`src/rtl/core/utc_calendar_check_and_fat_stamp_top_macros.svh`:
```
// Assertion macros for the calendar check and FAT stamp top level.
`ifndef UTC_CALENDAR_CHECK_AND_FAT_STAMP_TOP_MACROS_SVH
`define UTC_CALENDAR_CHECK_AND_FAT_STAMP_TOP_MACROS_SVH

// Same-cycle implication, sampled on aclk and disabled in reset.
`define UCFS_ASSERT_IMP(label, ante, cons, msg) \
    label: assert property (@(posedge aclk) disable iff (!aresetn) (ante) |-> (cons)) \
        else $error(msg);

// Next-cycle implication, sampled on aclk and disabled in reset.
`define UCFS_ASSERT_NXT(label, ante, cons, msg) \
    label: assert property (@(posedge aclk) disable iff (!aresetn) (ante) |=> (cons)) \
        else $error(msg);

`endif

```
`src/rtl/core/ucfs_pkg.sv`:
```
// Types, constants and lookup functions for the calendar check and FAT stamp pipeline.
package ucfs_pkg;

    localparam logic [15:0] YEAR_FIRST     = 16'd2000;
    localparam logic [15:0] YEAR_LAST      = 16'd2099;
    localparam logic [15:0] FAT_EPOCH_YEAR = 16'd1980;
    localparam logic [31:0] FAT_FALLBACK   = 32'h0021_0000;
    localparam logic [7:0]  WEEKDAY_OFFSET = 8'd5;
    localparam logic [3:0]  WEEK_LENGTH    = 4'd7;
    localparam logic [15:0] DAYS_PER_YEAR  = 16'd365;
    localparam logic [7:0]  HOURS_PER_DAY  = 8'd24;
    localparam logic [7:0]  MINUTES_PER_HR = 8'd60;
    localparam logic [7:0]  SECONDS_PER_MN = 8'd60;
    localparam logic [7:0]  MONTH_FEB      = 8'd2;

    typedef struct packed {
        logic       ok;
        logic       trusted;
        logic [6:0] year_fat;
        logic [6:0] year_off;
        logic [8:0] month_start;
        logic [3:0] month_res;
        logic [3:0] month;
        logic [4:0] day;
        logic [4:0] hour;
        logic [5:0] minute;
        logic [4:0] sec_half;
    } chk_t;

    typedef struct packed {
        logic        ok;
        logic        trusted;
        logic [15:0] days;
        logic [7:0]  resid;
        logic [31:0] stamp;
    } sum_t;

    typedef struct packed {
        logic        calendar_ok;
        logic [31:0] fat_stamp;
        logic [2:0]  weekday;
        logic [15:0] days_since_2000;
    } res_t;

    function automatic logic [4:0] month_len_f(input logic [7:0] m);
        logic [4:0] len;
        case (m)
            8'd1:    len = 5'd31;
            8'd2:    len = 5'd28;
            8'd3:    len = 5'd31;
            8'd4:    len = 5'd30;
            8'd5:    len = 5'd31;
            8'd6:    len = 5'd30;
            8'd7:    len = 5'd31;
            8'd8:    len = 5'd31;
            8'd9:    len = 5'd30;
            8'd10:   len = 5'd31;
            8'd11:   len = 5'd30;
            8'd12:   len = 5'd31;
            default: len = 5'd0;
        endcase
        return len;
    endfunction

    function automatic logic [8:0] month_start_f(input logic [7:0] m);
        logic [8:0] st;
        case (m)
            8'd1:    st = 9'd0;
            8'd2:    st = 9'd31;
            8'd3:    st = 9'd59;
            8'd4:    st = 9'd90;
            8'd5:    st = 9'd120;
            8'd6:    st = 9'd151;
            8'd7:    st = 9'd181;
            8'd8:    st = 9'd212;
            8'd9:    st = 9'd243;
            8'd10:   st = 9'd273;
            8'd11:   st = 9'd304;
            8'd12:   st = 9'd334;
            default: st = 9'd0;
        endcase
        return st;
    endfunction

    // Month start in days, reduced modulo one week.
    function automatic logic [2:0] month_res_f(input logic [7:0] m);
        logic [2:0] r;
        case (m)
            8'd1:    r = 3'd0;
            8'd2:    r = 3'd3;
            8'd3:    r = 3'd3;
            8'd4:    r = 3'd6;
            8'd5:    r = 3'd1;
            8'd6:    r = 3'd4;
            8'd7:    r = 3'd6;
            8'd8:    r = 3'd2;
            8'd9:    r = 3'd5;
            8'd10:   r = 3'd0;
            8'd11:   r = 3'd3;
            8'd12:   r = 3'd5;
            default: r = 3'd0;
        endcase
        return r;
    endfunction

endpackage

```
`src/rtl/core/ucfs_check.sv`:
```
// First stage: range checks, leap year and month table lookups.
module ucfs_check (
    input  logic         aclk,
    input  logic         aresetn,
    input  logic         in_valid,
    output logic         in_ready,
    input  logic [15:0]  year,
    input  logic [7:0]   month,
    input  logic [7:0]   day,
    input  logic [7:0]   hour,
    input  logic [7:0]   minute,
    input  logic [7:0]   second,
    input  logic         clock_marked,
    output logic         out_valid,
    input  logic         out_ready,
    output ucfs_pkg::chk_t out_data
);
    import ucfs_pkg::*;

    logic       valid_reg;
    logic       valid_next;
    chk_t       data_reg;
    chk_t       data_next;
    logic       leap;
    logic       feb_extra;
    logic [4:0] dim;
    logic       ok;

    assign in_ready = !valid_reg || out_ready;

    always_comb begin
        leap      = (year[1:0] == 2'b00);
        feb_extra = leap && (month == MONTH_FEB);
        dim       = month_len_f(month) + {4'd0, feb_extra};
        ok = (year >= YEAR_FIRST) && (year <= YEAR_LAST) &&
             (day != 8'd0) && (day <= {3'd0, dim}) &&
             (hour < HOURS_PER_DAY) && (minute < MINUTES_PER_HR) &&
             (second < SECONDS_PER_MN);

        data_next.ok          = ok;
        data_next.trusted     = ok && clock_marked;
        data_next.year_fat    = 7'(year - FAT_EPOCH_YEAR);
        data_next.year_off    = 7'(year - YEAR_FIRST);
        data_next.month_start = month_start_f(month) + {8'd0, leap && (month > MONTH_FEB)};
        data_next.month_res   = {1'b0, month_res_f(month)} + {3'd0, leap && (month > MONTH_FEB)};
        data_next.month       = month[3:0];
        data_next.day         = day[4:0];
        data_next.hour        = hour[4:0];
        data_next.minute      = minute[5:0];
        data_next.sec_half    = second[5:1];

        valid_next = in_ready ? in_valid : valid_reg;
    end

    always_ff @(posedge aclk) begin
        if (!aresetn) begin
            valid_reg <= 1'b0;
        end else begin
            valid_reg <= valid_next;
        end
    end

    always_ff @(posedge aclk) begin
        if (in_valid && in_ready) begin
            data_reg <= data_next;
        end
    end

    assign out_valid = valid_reg;
    assign out_data  = data_reg;

endmodule

```
`src/rtl/core/ucfs_days.sv`:
```
// Second stage: day count, weekday residue sum and FAT word packing.
module ucfs_days (
    input  logic           aclk,
    input  logic           aresetn,
    input  logic           in_valid,
    output logic           in_ready,
    input  ucfs_pkg::chk_t in_data,
    output logic           out_valid,
    input  logic           out_ready,
    output ucfs_pkg::sum_t out_data
);
    import ucfs_pkg::*;

    logic       valid_reg;
    logic       valid_next;
    sum_t       data_reg;
    sum_t       data_next;
    logic [7:0] quad;

    assign in_ready = !valid_reg || out_ready;

    always_comb begin
        quad = (8'(in_data.year_off) + 8'd3) >> 2;

        data_next.ok      = in_data.ok;
        data_next.trusted = in_data.trusted;
        data_next.days    = 16'(in_data.year_off) * DAYS_PER_YEAR + 16'(quad) +
                            16'(in_data.month_start) + 16'(in_data.day) - 16'd1;
        data_next.resid   = 8'(in_data.year_off) + quad + 8'(in_data.month_res) +
                            8'(in_data.day) + (WEEKDAY_OFFSET - 8'd1);
        data_next.stamp   = {in_data.year_fat, in_data.month, in_data.day,
                             in_data.hour, in_data.minute, in_data.sec_half};

        valid_next = in_ready ? in_valid : valid_reg;
    end

    always_ff @(posedge aclk) begin
        if (!aresetn) begin
            valid_reg <= 1'b0;
        end else begin
            valid_reg <= valid_next;
        end
    end

    always_ff @(posedge aclk) begin
        if (in_valid && in_ready) begin
            data_reg <= data_next;
        end
    end

    assign out_valid = valid_reg;
    assign out_data  = data_reg;

endmodule

```
`src/rtl/core/ucfs_pack.sv`:
```
// Third stage: weekday reduction, fallback selection and output register.
module ucfs_pack (
    input  logic           aclk,
    input  logic           aresetn,
    input  logic           in_valid,
    output logic           in_ready,
    input  ucfs_pkg::sum_t in_data,
    output logic           out_valid,
    input  logic           out_ready,
    output ucfs_pkg::res_t out_data
);
    import ucfs_pkg::*;

    logic       valid_reg;
    logic       valid_next;
    res_t       data_reg;
    res_t       data_next;
    logic [4:0] fold1;
    logic [3:0] fold2;
    logic [3:0] wmod;

    assign in_ready = !valid_reg || out_ready;

    // Eight is one more than a week, so summing octal digits keeps the residue.
    always_comb begin
        fold1 = 5'(in_data.resid[7:6]) + 5'(in_data.resid[5:3]) + 5'(in_data.resid[2:0]);
        fold2 = 4'(fold1[4:3]) + 4'(fold1[2:0]);
        wmod  = (fold2 >= WEEK_LENGTH) ? (fold2 - WEEK_LENGTH) : fold2;

        data_next.calendar_ok = in_data.ok;
        if (in_data.trusted) begin
            data_next.fat_stamp       = in_data.stamp;
            data_next.weekday         = 3'(wmod + 4'd1);
            data_next.days_since_2000 = in_data.days;
        end else begin
            data_next.fat_stamp       = FAT_FALLBACK;
            data_next.weekday         = 3'd0;
            data_next.days_since_2000 = 16'd0;
        end

        valid_next = in_ready ? in_valid : valid_reg;
    end

    always_ff @(posedge aclk) begin
        if (!aresetn) begin
            valid_reg <= 1'b0;
        end else begin
            valid_reg <= valid_next;
        end
    end

    always_ff @(posedge aclk) begin
        if (in_valid && in_ready) begin
            data_reg <= data_next;
        end
    end

    assign out_valid = valid_reg;
    assign out_data  = data_reg;

endmodule

```
`src/rtl/core/utc_calendar_check_and_fat_stamp_top.sv`:
```
// Top level of the calendar check and FAT date-time stamp pipeline.
// Each transaction carries one calendar reading and yields exactly one result transaction
// from the last stage; unless the output stalls, throughput is one reading per cycle.
// The three register stages (range check, day count, weekday and output select) each
// hold their transaction when the next stage is full, and any bubble is filled at once.
// The result holds a calendar_ok flag, the day count since 2000-01-01, the weekday
// (1 to 7, Saturday for 2000-01-01) and the FAT word; an invalid or untrusted reading
// gives the 1980-01-01 fallback word and zero day count and weekday.
module utc_calendar_check_and_fat_stamp_top (
    input  logic        aclk,
    input  logic        aresetn,
    input  logic        s_axis_tvalid,
    output logic        s_axis_tready,
    // year[15:0], month[23:16], day[31:24], hour[39:32], minute[47:40], second[55:48]
    input  logic [55:0] s_axis_tdata,
    // clock_marked[0]
    input  logic        s_axis_tuser,
    output logic        m_axis_tvalid,
    input  logic        m_axis_tready,
    // fat_stamp[31:0], weekday[34:32], days_since_2000[50:35], zero[55:51]
    output logic [55:0] m_axis_tdata,
    // calendar_ok[0]
    output logic        m_axis_tuser
);
    import ucfs_pkg::*;

    `include "utc_calendar_check_and_fat_stamp_top_macros.svh"

    logic chk_valid;
    logic chk_ready;
    chk_t chk_data;
    logic sum_valid;
    logic sum_ready;
    sum_t sum_data;
    res_t res_data;

    ucfs_check u_check (
        .aclk         (aclk),
        .aresetn      (aresetn),
        .in_valid     (s_axis_tvalid),
        .in_ready     (s_axis_tready),
        .year         (s_axis_tdata[15:0]),
        .month        (s_axis_tdata[23:16]),
        .day          (s_axis_tdata[31:24]),
        .hour         (s_axis_tdata[39:32]),
        .minute       (s_axis_tdata[47:40]),
        .second       (s_axis_tdata[55:48]),
        .clock_marked (s_axis_tuser),
        .out_valid    (chk_valid),
        .out_ready    (chk_ready),
        .out_data     (chk_data)
    );

    ucfs_days u_days (
        .aclk      (aclk),
        .aresetn   (aresetn),
        .in_valid  (chk_valid),
        .in_ready  (chk_ready),
        .in_data   (chk_data),
        .out_valid (sum_valid),
        .out_ready (sum_ready),
        .out_data  (sum_data)
    );

    ucfs_pack u_pack (
        .aclk      (aclk),
        .aresetn   (aresetn),
        .in_valid  (sum_valid),
        .in_ready  (sum_ready),
        .in_data   (sum_data),
        .out_valid (m_axis_tvalid),
        .out_ready (m_axis_tready),
        .out_data  (res_data)
    );

    assign m_axis_tdata = {5'd0, res_data.days_since_2000, res_data.weekday, res_data.fat_stamp};
    assign m_axis_tuser = res_data.calendar_ok;

    `UCFS_ASSERT_IMP(a_invalid_zero, m_axis_tvalid && !m_axis_tuser, m_axis_tdata[50:32] == 19'd0, "invalid reading carries a day count or weekday")
    `UCFS_ASSERT_IMP(a_no_weekday_fallback, m_axis_tvalid && (m_axis_tdata[34:32] == 3'd0), m_axis_tdata[31:0] == FAT_FALLBACK, "zero weekday without fallback stamp")
    `UCFS_ASSERT_NXT(a_stage_hold, chk_valid && !chk_ready, chk_valid && $stable(chk_data), "first stage dropped a stalled transaction")

endmodule

```
`config.mk`:
```
export PLATFORM = sky130hd
export DESIGN_NAME = utc_calendar_check_and_fat_stamp_top
export DESIGN_NICKNAME = d
export VERILOG_FILES = /design/src/rtl/core/ucfs_pkg.sv /design/src/rtl/core/ucfs_check.sv /design/src/rtl/core/ucfs_days.sv /design/src/rtl/core/ucfs_pack.sv /design/src/rtl/core/utc_calendar_check_and_fat_stamp_top.sv
export VERILOG_INCLUDE_DIRS = /design/src /design/src/rtl/core
export SDC_FILE = /design/constraint.sdc
export NUM_CORES = 1
export LEC_CHECK = 0
export BUFFER_PORTS_ARGS = -buffer_cell sky130_fd_sc_hd__buf_4
export CORE_MARGIN = 8
export CORE_UTILIZATION = 60
export CTS_CLUSTER_DIAMETER = 200
export CTS_CLUSTER_SIZE = 30
export DETAILED_ROUTE_END_ITERATION = 8
export GPL_TIMING_DRIVEN = 0
export PLACE_DENSITY = 0.87
export SETUP_SLACK_MARGIN = 0.05
export SYNTH_ARGS = -nofsm -noshare
export SYNTH_HDL_FRONTEND = slang
export SYNTH_SLANG_ARGS = --single-unit
```
`constraint.sdc`:
```
create_clock -name aclk -period 8.7 [get_ports aclk]
set_input_delay 0.87 -clock aclk [delete_from_list [all_inputs] [get_ports aclk]]
set_output_delay 0.87 -clock aclk [all_outputs]
set_load 0.005 [all_outputs]
```
==> results.md <==
- The critical path ends at u_days.out_data[53]$_DFFE_PP_.
- The number of inserted filler cells in the final layout is 967.
- Across every metal layer, demand over resource in global routing totals 0.210.
- The final routed DRC violation total is 0.
- The worst IR drop on VDD is 220 uV.
- The total inserted antenna cells is 0.
- The final period utilization is 0.614.
- The total routed wirelength is 20.9 mm.
- In this design, the stage delay of the slowest critical-path cell is 0.65 ns.
- Setup violations remaining at the end of the flow were counted as 0.
- The clock skew is 0.0109 ns.
- The gate family responsible for the most delay along the worst path is adder cells.
- The maximum buffer depth of the clock tree is 2.
- The number of antenna violations at the first check in global routing came to 0.
- Entering global routing, the biggest net connects 37 pins.
- The final count of hold timing violations is 0.
- The number of global-route vias before repair is 6,444.
- The combined buffer and inverter count along the critical path is 6.
- The number of sinks driven by the clock tree is 165.
- The post-placement worst setup slack is 3.47 ns.
- The wire-length estimate of the detail-placed layout is 15.6 mm.
- The prevailing post-synth register cell is sky130_fd_sc_hd__edfxtp_1.
- The synthesis warning total is 0.
- For this design the static power due to leakage is 5.06 nW.
- The critical path is of the reg2reg type.
- The floorplan has 46 rows.
- After technology mapping, the gate count stands at 751.
- The worst hold-check slack is 0.411 ns.
- In the final layout, the multi-input gates occupy 4270 um2.
- The post-synthesis sequential area ratio is 0.506.
- The upper clock frequency limit is 187 MHz.
- Of the cells placed in the final design, the portion with a size suffix greater than 1 is 0.192.
- Of the total synthesized cell area, the portion taken by XOR and XNOR cells is 0.0369.
- The critical path goes through inv_1, fa_1, inv_1, ha_1, inv_1, fa_1, inv_1, fa_1, inv_1, fa_1, inv_1, ha_1, a211oi_1, o21ai_1, a41oi_2, nor4b_1, a311o_1.
- In this run the standard cell core region covers 15,900 um2.
- The cts-stage hold buffer count is 0.
- The CTS buffer count is 17.
- The path category of the worst min-delay check is reg2reg.
- The die is 143 um wide.
- After clock tree synthesis, the setup repair step added 0 buffers.
- Synthesis instantiated 63 different standard cells from the library.
- Across all register-to-register paths, the minimum setup slack is 3.36 ns.
- The source of the worst register-to-register timing path is u_check.out_data[39]$_DFFE_PP_.
- The post-synthesis cell area is 9740 um2.
- The layout net count is 1,108.
- The max capacitance violation total is 0.
- The final-report max-slew violation count is 0.
- The number of port buffers is 113.
- Setup repair after global routing left no endpoint under its margin.
- At the worst endpoint, the arrival time is 5.51 ns.
- After clock tree synthesis, the clock-pin slew on the worst setup and hold paths is 0.07 ns.
- The first global-routing pass estimated 32.7 mm of wire.
- The fraction of the mapped netlist area in compound gates is 0.0570.
- The clock root buffer master is sky130_fd_sc_hd__clkbuf_16.
- The power density over the cells is 335 nW/um2.
- In this run, synthesis inferred 162 flip-flops with an integrated enable.
- The detailed router finished its first iteration with 451 violations.
- Dividing the detail-routed wire length by the instance count gives 18.7 um.
- The depth of the worst register-to-register path is 17.
- The final weighted congestion in routability-driven placement is 0.912.
- The cell with the largest stage delay on the worst path is sky130_fd_sc_hd__edfxtp_1.
- After synthesis, the cell types taking the most area are sky130_fd_sc_hd__edfxtp_1 50%, sky130_fd_sc_hd__ha_1 13%, sky130_fd_sc_hd__fa_1 11%, sky130_fd_sc_hd__inv_1 5.1%, sky130_fd_sc_hd__and2_1 3.2%.
- The residual overflow from global routing is 0.
- The largest family of logic cells by synthesized area is adder cells.
- Dividing the detail-routed via count by the number of cells gives 5.43.
- In the final layout, flip-flops and latches occupy 4920 um2.
- The layout overhead on the synthesized area is 19.0%.
- A synthesized cell averages 13.0 um2.
- TritonCTS built the clock tree.
- Of the total synthesized cell area, the portion taken by full adders, half adders and majority gates is 0.240.
- The design draws 3.89 mW.
- In this run the tightest slew margin relative to its limit is 0.339.
- The most critical setup path has its startpoint at u_check.out_data[39]$_DFFE_PP_.
- In this run the critical register-to-register path is captured at u_days.out_data[53]$_DFFE_PP_.
- The die is 143 um tall.
- In this run the worst path has a maximum fanout of 8.
- The share of flip-flops with an asynchronous set or reset after synthesis is 0.
- The die area is 20,600 um2.
- The first detailed-routing pass ran for 5 iterations.
- The accumulated negative setup slack is 0 ns.
- At the worst endpoint, the required time is 8.87 ns.
- At the pin with the least slew margin, the transition time is 0.988 ns.
- The portion of synthesized area spent on multiplexers is 0.00745.
- The I/O pin count is 120.
- The clock period minus worst slack is 5.34 ns.
- The initial utilization of the core area, before any placement, comes to 0.613.
- For this run, the share of the core covered by cells in the final layout is 0.730.
- In this design, the critical path's most frequently occurring cell is sky130_fd_sc_hd__inv_1.
- The flop and latch count out of synthesis is 165.
- The cell depth of the worst setup path is 17.
- Of the total synthesized cell area, the portion taken by AND, OR, NAND and NOR gates is 0.0909.
- Detailed routing inserted a total of 6,084 vias.
- The antenna violation net count after detailed routing is 0.
- Of the post-synthesis cell area, the dominant cell type holds 0.499.
- The endpoint class of the critical path is a flip-flop.
- The flow ran to the end, and the final reports show no timing, DRC or antenna violations.
- The final worst-path setup slack is 3.36 ns.
- The launching element type of the critical path is a flip-flop.
- The cell taking the most area after synthesis is sky130_fd_sc_hd__edfxtp_1.
- The post-CTS resize count is 0.
- The H-tree was split into 4 levels.
- The source-to-sink clock delay at the later pin of the worst-skew pair is 0.43 ns.
==> registers in the layout, summed over array words and instances, names as in the netlist <==
| signal | flops |
|---|---|
| u_pack.out_data | 52 |
| u_check.out_data | 52 |
| u_check.out_valid | 1 |
| u_days.out_valid | 1 |
| u_pack.out_valid | 1 |
| u_days.out_data | 58 |
==> synthesized netlist by cell type (all sizes together), types with 2 or more instances <==
master / number
and3: 3
ha: 104
and2: 50
o21ai: 13
a21o: 8
a2111oi: 2
xor2: 14
nand4: 8
nand3: 13
a21oi: 23
nand2b: 6
o21a: 4
a31oi: 2
nand2: 16
nor4: 6
a21boi: 2
a221oi: 2
edfxtp: 162
or4b: 2
a22oi: 3
a211oi: 4
dfxtp: 3
inv: 133
nand3b: 2
mux2i: 5
nor2b: 7
nor3: 4
or2: 2
fa: 52
buf: 10
clkbuf: 6
nor2: 30
o21bai: 2
xnor2: 27
==> cell usage in the layout, fill, tap and decap left out, types with 14 or more instances in the layout <==
| cell type | n |
|---|---|
| sky130_fd_sc_hd__inv_1 | 132 |
| sky130_fd_sc_hd__and2_1 | 50 |
| sky130_fd_sc_hd__xnor2_1 | 27 |
| sky130_fd_sc_hd__clkbuf_16 | 17 |
| sky130_fd_sc_hd__a21oi_1 | 23 |
| sky130_fd_sc_hd__xor2_1 | 14 |
| sky130_fd_sc_hd__ha_1 | 104 |
| sky130_fd_sc_hd__nand2_1 | 16 |
| sky130_fd_sc_hd__nor2_1 | 30 |
| sky130_fd_sc_hd__edfxtp_1 | 162 |
| sky130_fd_sc_hd__fa_1 | 52 |
| sky130_fd_sc_hd__buf_4 | 118 |
==> layer usage <==
metal	vias up	global-route usage	share of wire
met3	42	0.0405	0.048
met1	2979	0.240	0.40
met4	0	0.0880	0.029
li1	2851	-	-
met5	-	0	0
met2	212	0.377	0.53
==> area by class of cell <==
| class | instances | area share |
|---|---|---|
| Tap cell | 216 | 0.0233 |
| Buffer | 16 | 0.00842 |
| Clock buffer | 18 | 0.0370 |
| Timing Repair Buffer | 117 | 0.0808 |
| Multi-Input combinational cell | 441 | 0.368 |
| Inverter | 133 | 0.0431 |
| Clock inverter | 14 | 0.0143 |
| Sequential cell | 165 | 0.425 |
==> cell families (layout without fill, tap and decap cells) <==
logic type,count (synthesis),count (layout)
compound gates,77,77
mux,6,6
flops,165,165
simple gates,156,156
buf+inv,149,298
other cells,1,5
fa+ha+maj,156,156
xor+xnor,41,41
==> through the flow <==
stage | instance area (um2) | cells
finish | 11600 | 1120
CTS | 11600 | 1120
detailed placement | 11000 | 1088
global placement | 10900 | 1084
global route | 11600 | 1120
floorplan | 9760 | 755
==> worst min-delay path by stage <==
stage | from | endpoint | slack, ns | cells past startpoint
after global routing | u_check.out_data[49]$_DFFE_PP_ | u_days.out_data[29]$_DFFE_PP_ | 0.42 | 0
after floorplan | u_check.out_data[0]$_DFFE_PP_ | u_days.out_data[0]$_DFFE_PP_ | 0.40 | 0
final | u_check.out_data[2]$_DFFE_PP_ | u_days.out_data[2]$_DFFE_PP_ | 0.41 | 0
after detailed placement | u_check.out_data[15]$_DFFE_PP_ | u_days.out_data[15]$_DFFE_PP_ | 0.40 | 0
after CTS | u_check.out_data[2]$_DFFE_PP_ | u_days.out_data[2]$_DFFE_PP_ | 0.41 | 0
after global placement | u_check.out_data[5]$_DFFE_PP_ | u_days.out_data[5]$_DFFE_PP_ | 0.40 | 0
==> power by group <==
part / switching [mW] / leakage, nW / internal, mW / total (mW)
logic: 1.12 / 3.20 / 0.899 / 2.02
clock network: 0.338 / 0.293 / 0.410 / 0.747
registers: 0.0394 / 1.57 / 1.08 / 1.12
total: 1.50 / 5.06 / 2.39 / 3.89
(Power assumes the default switching activity.)
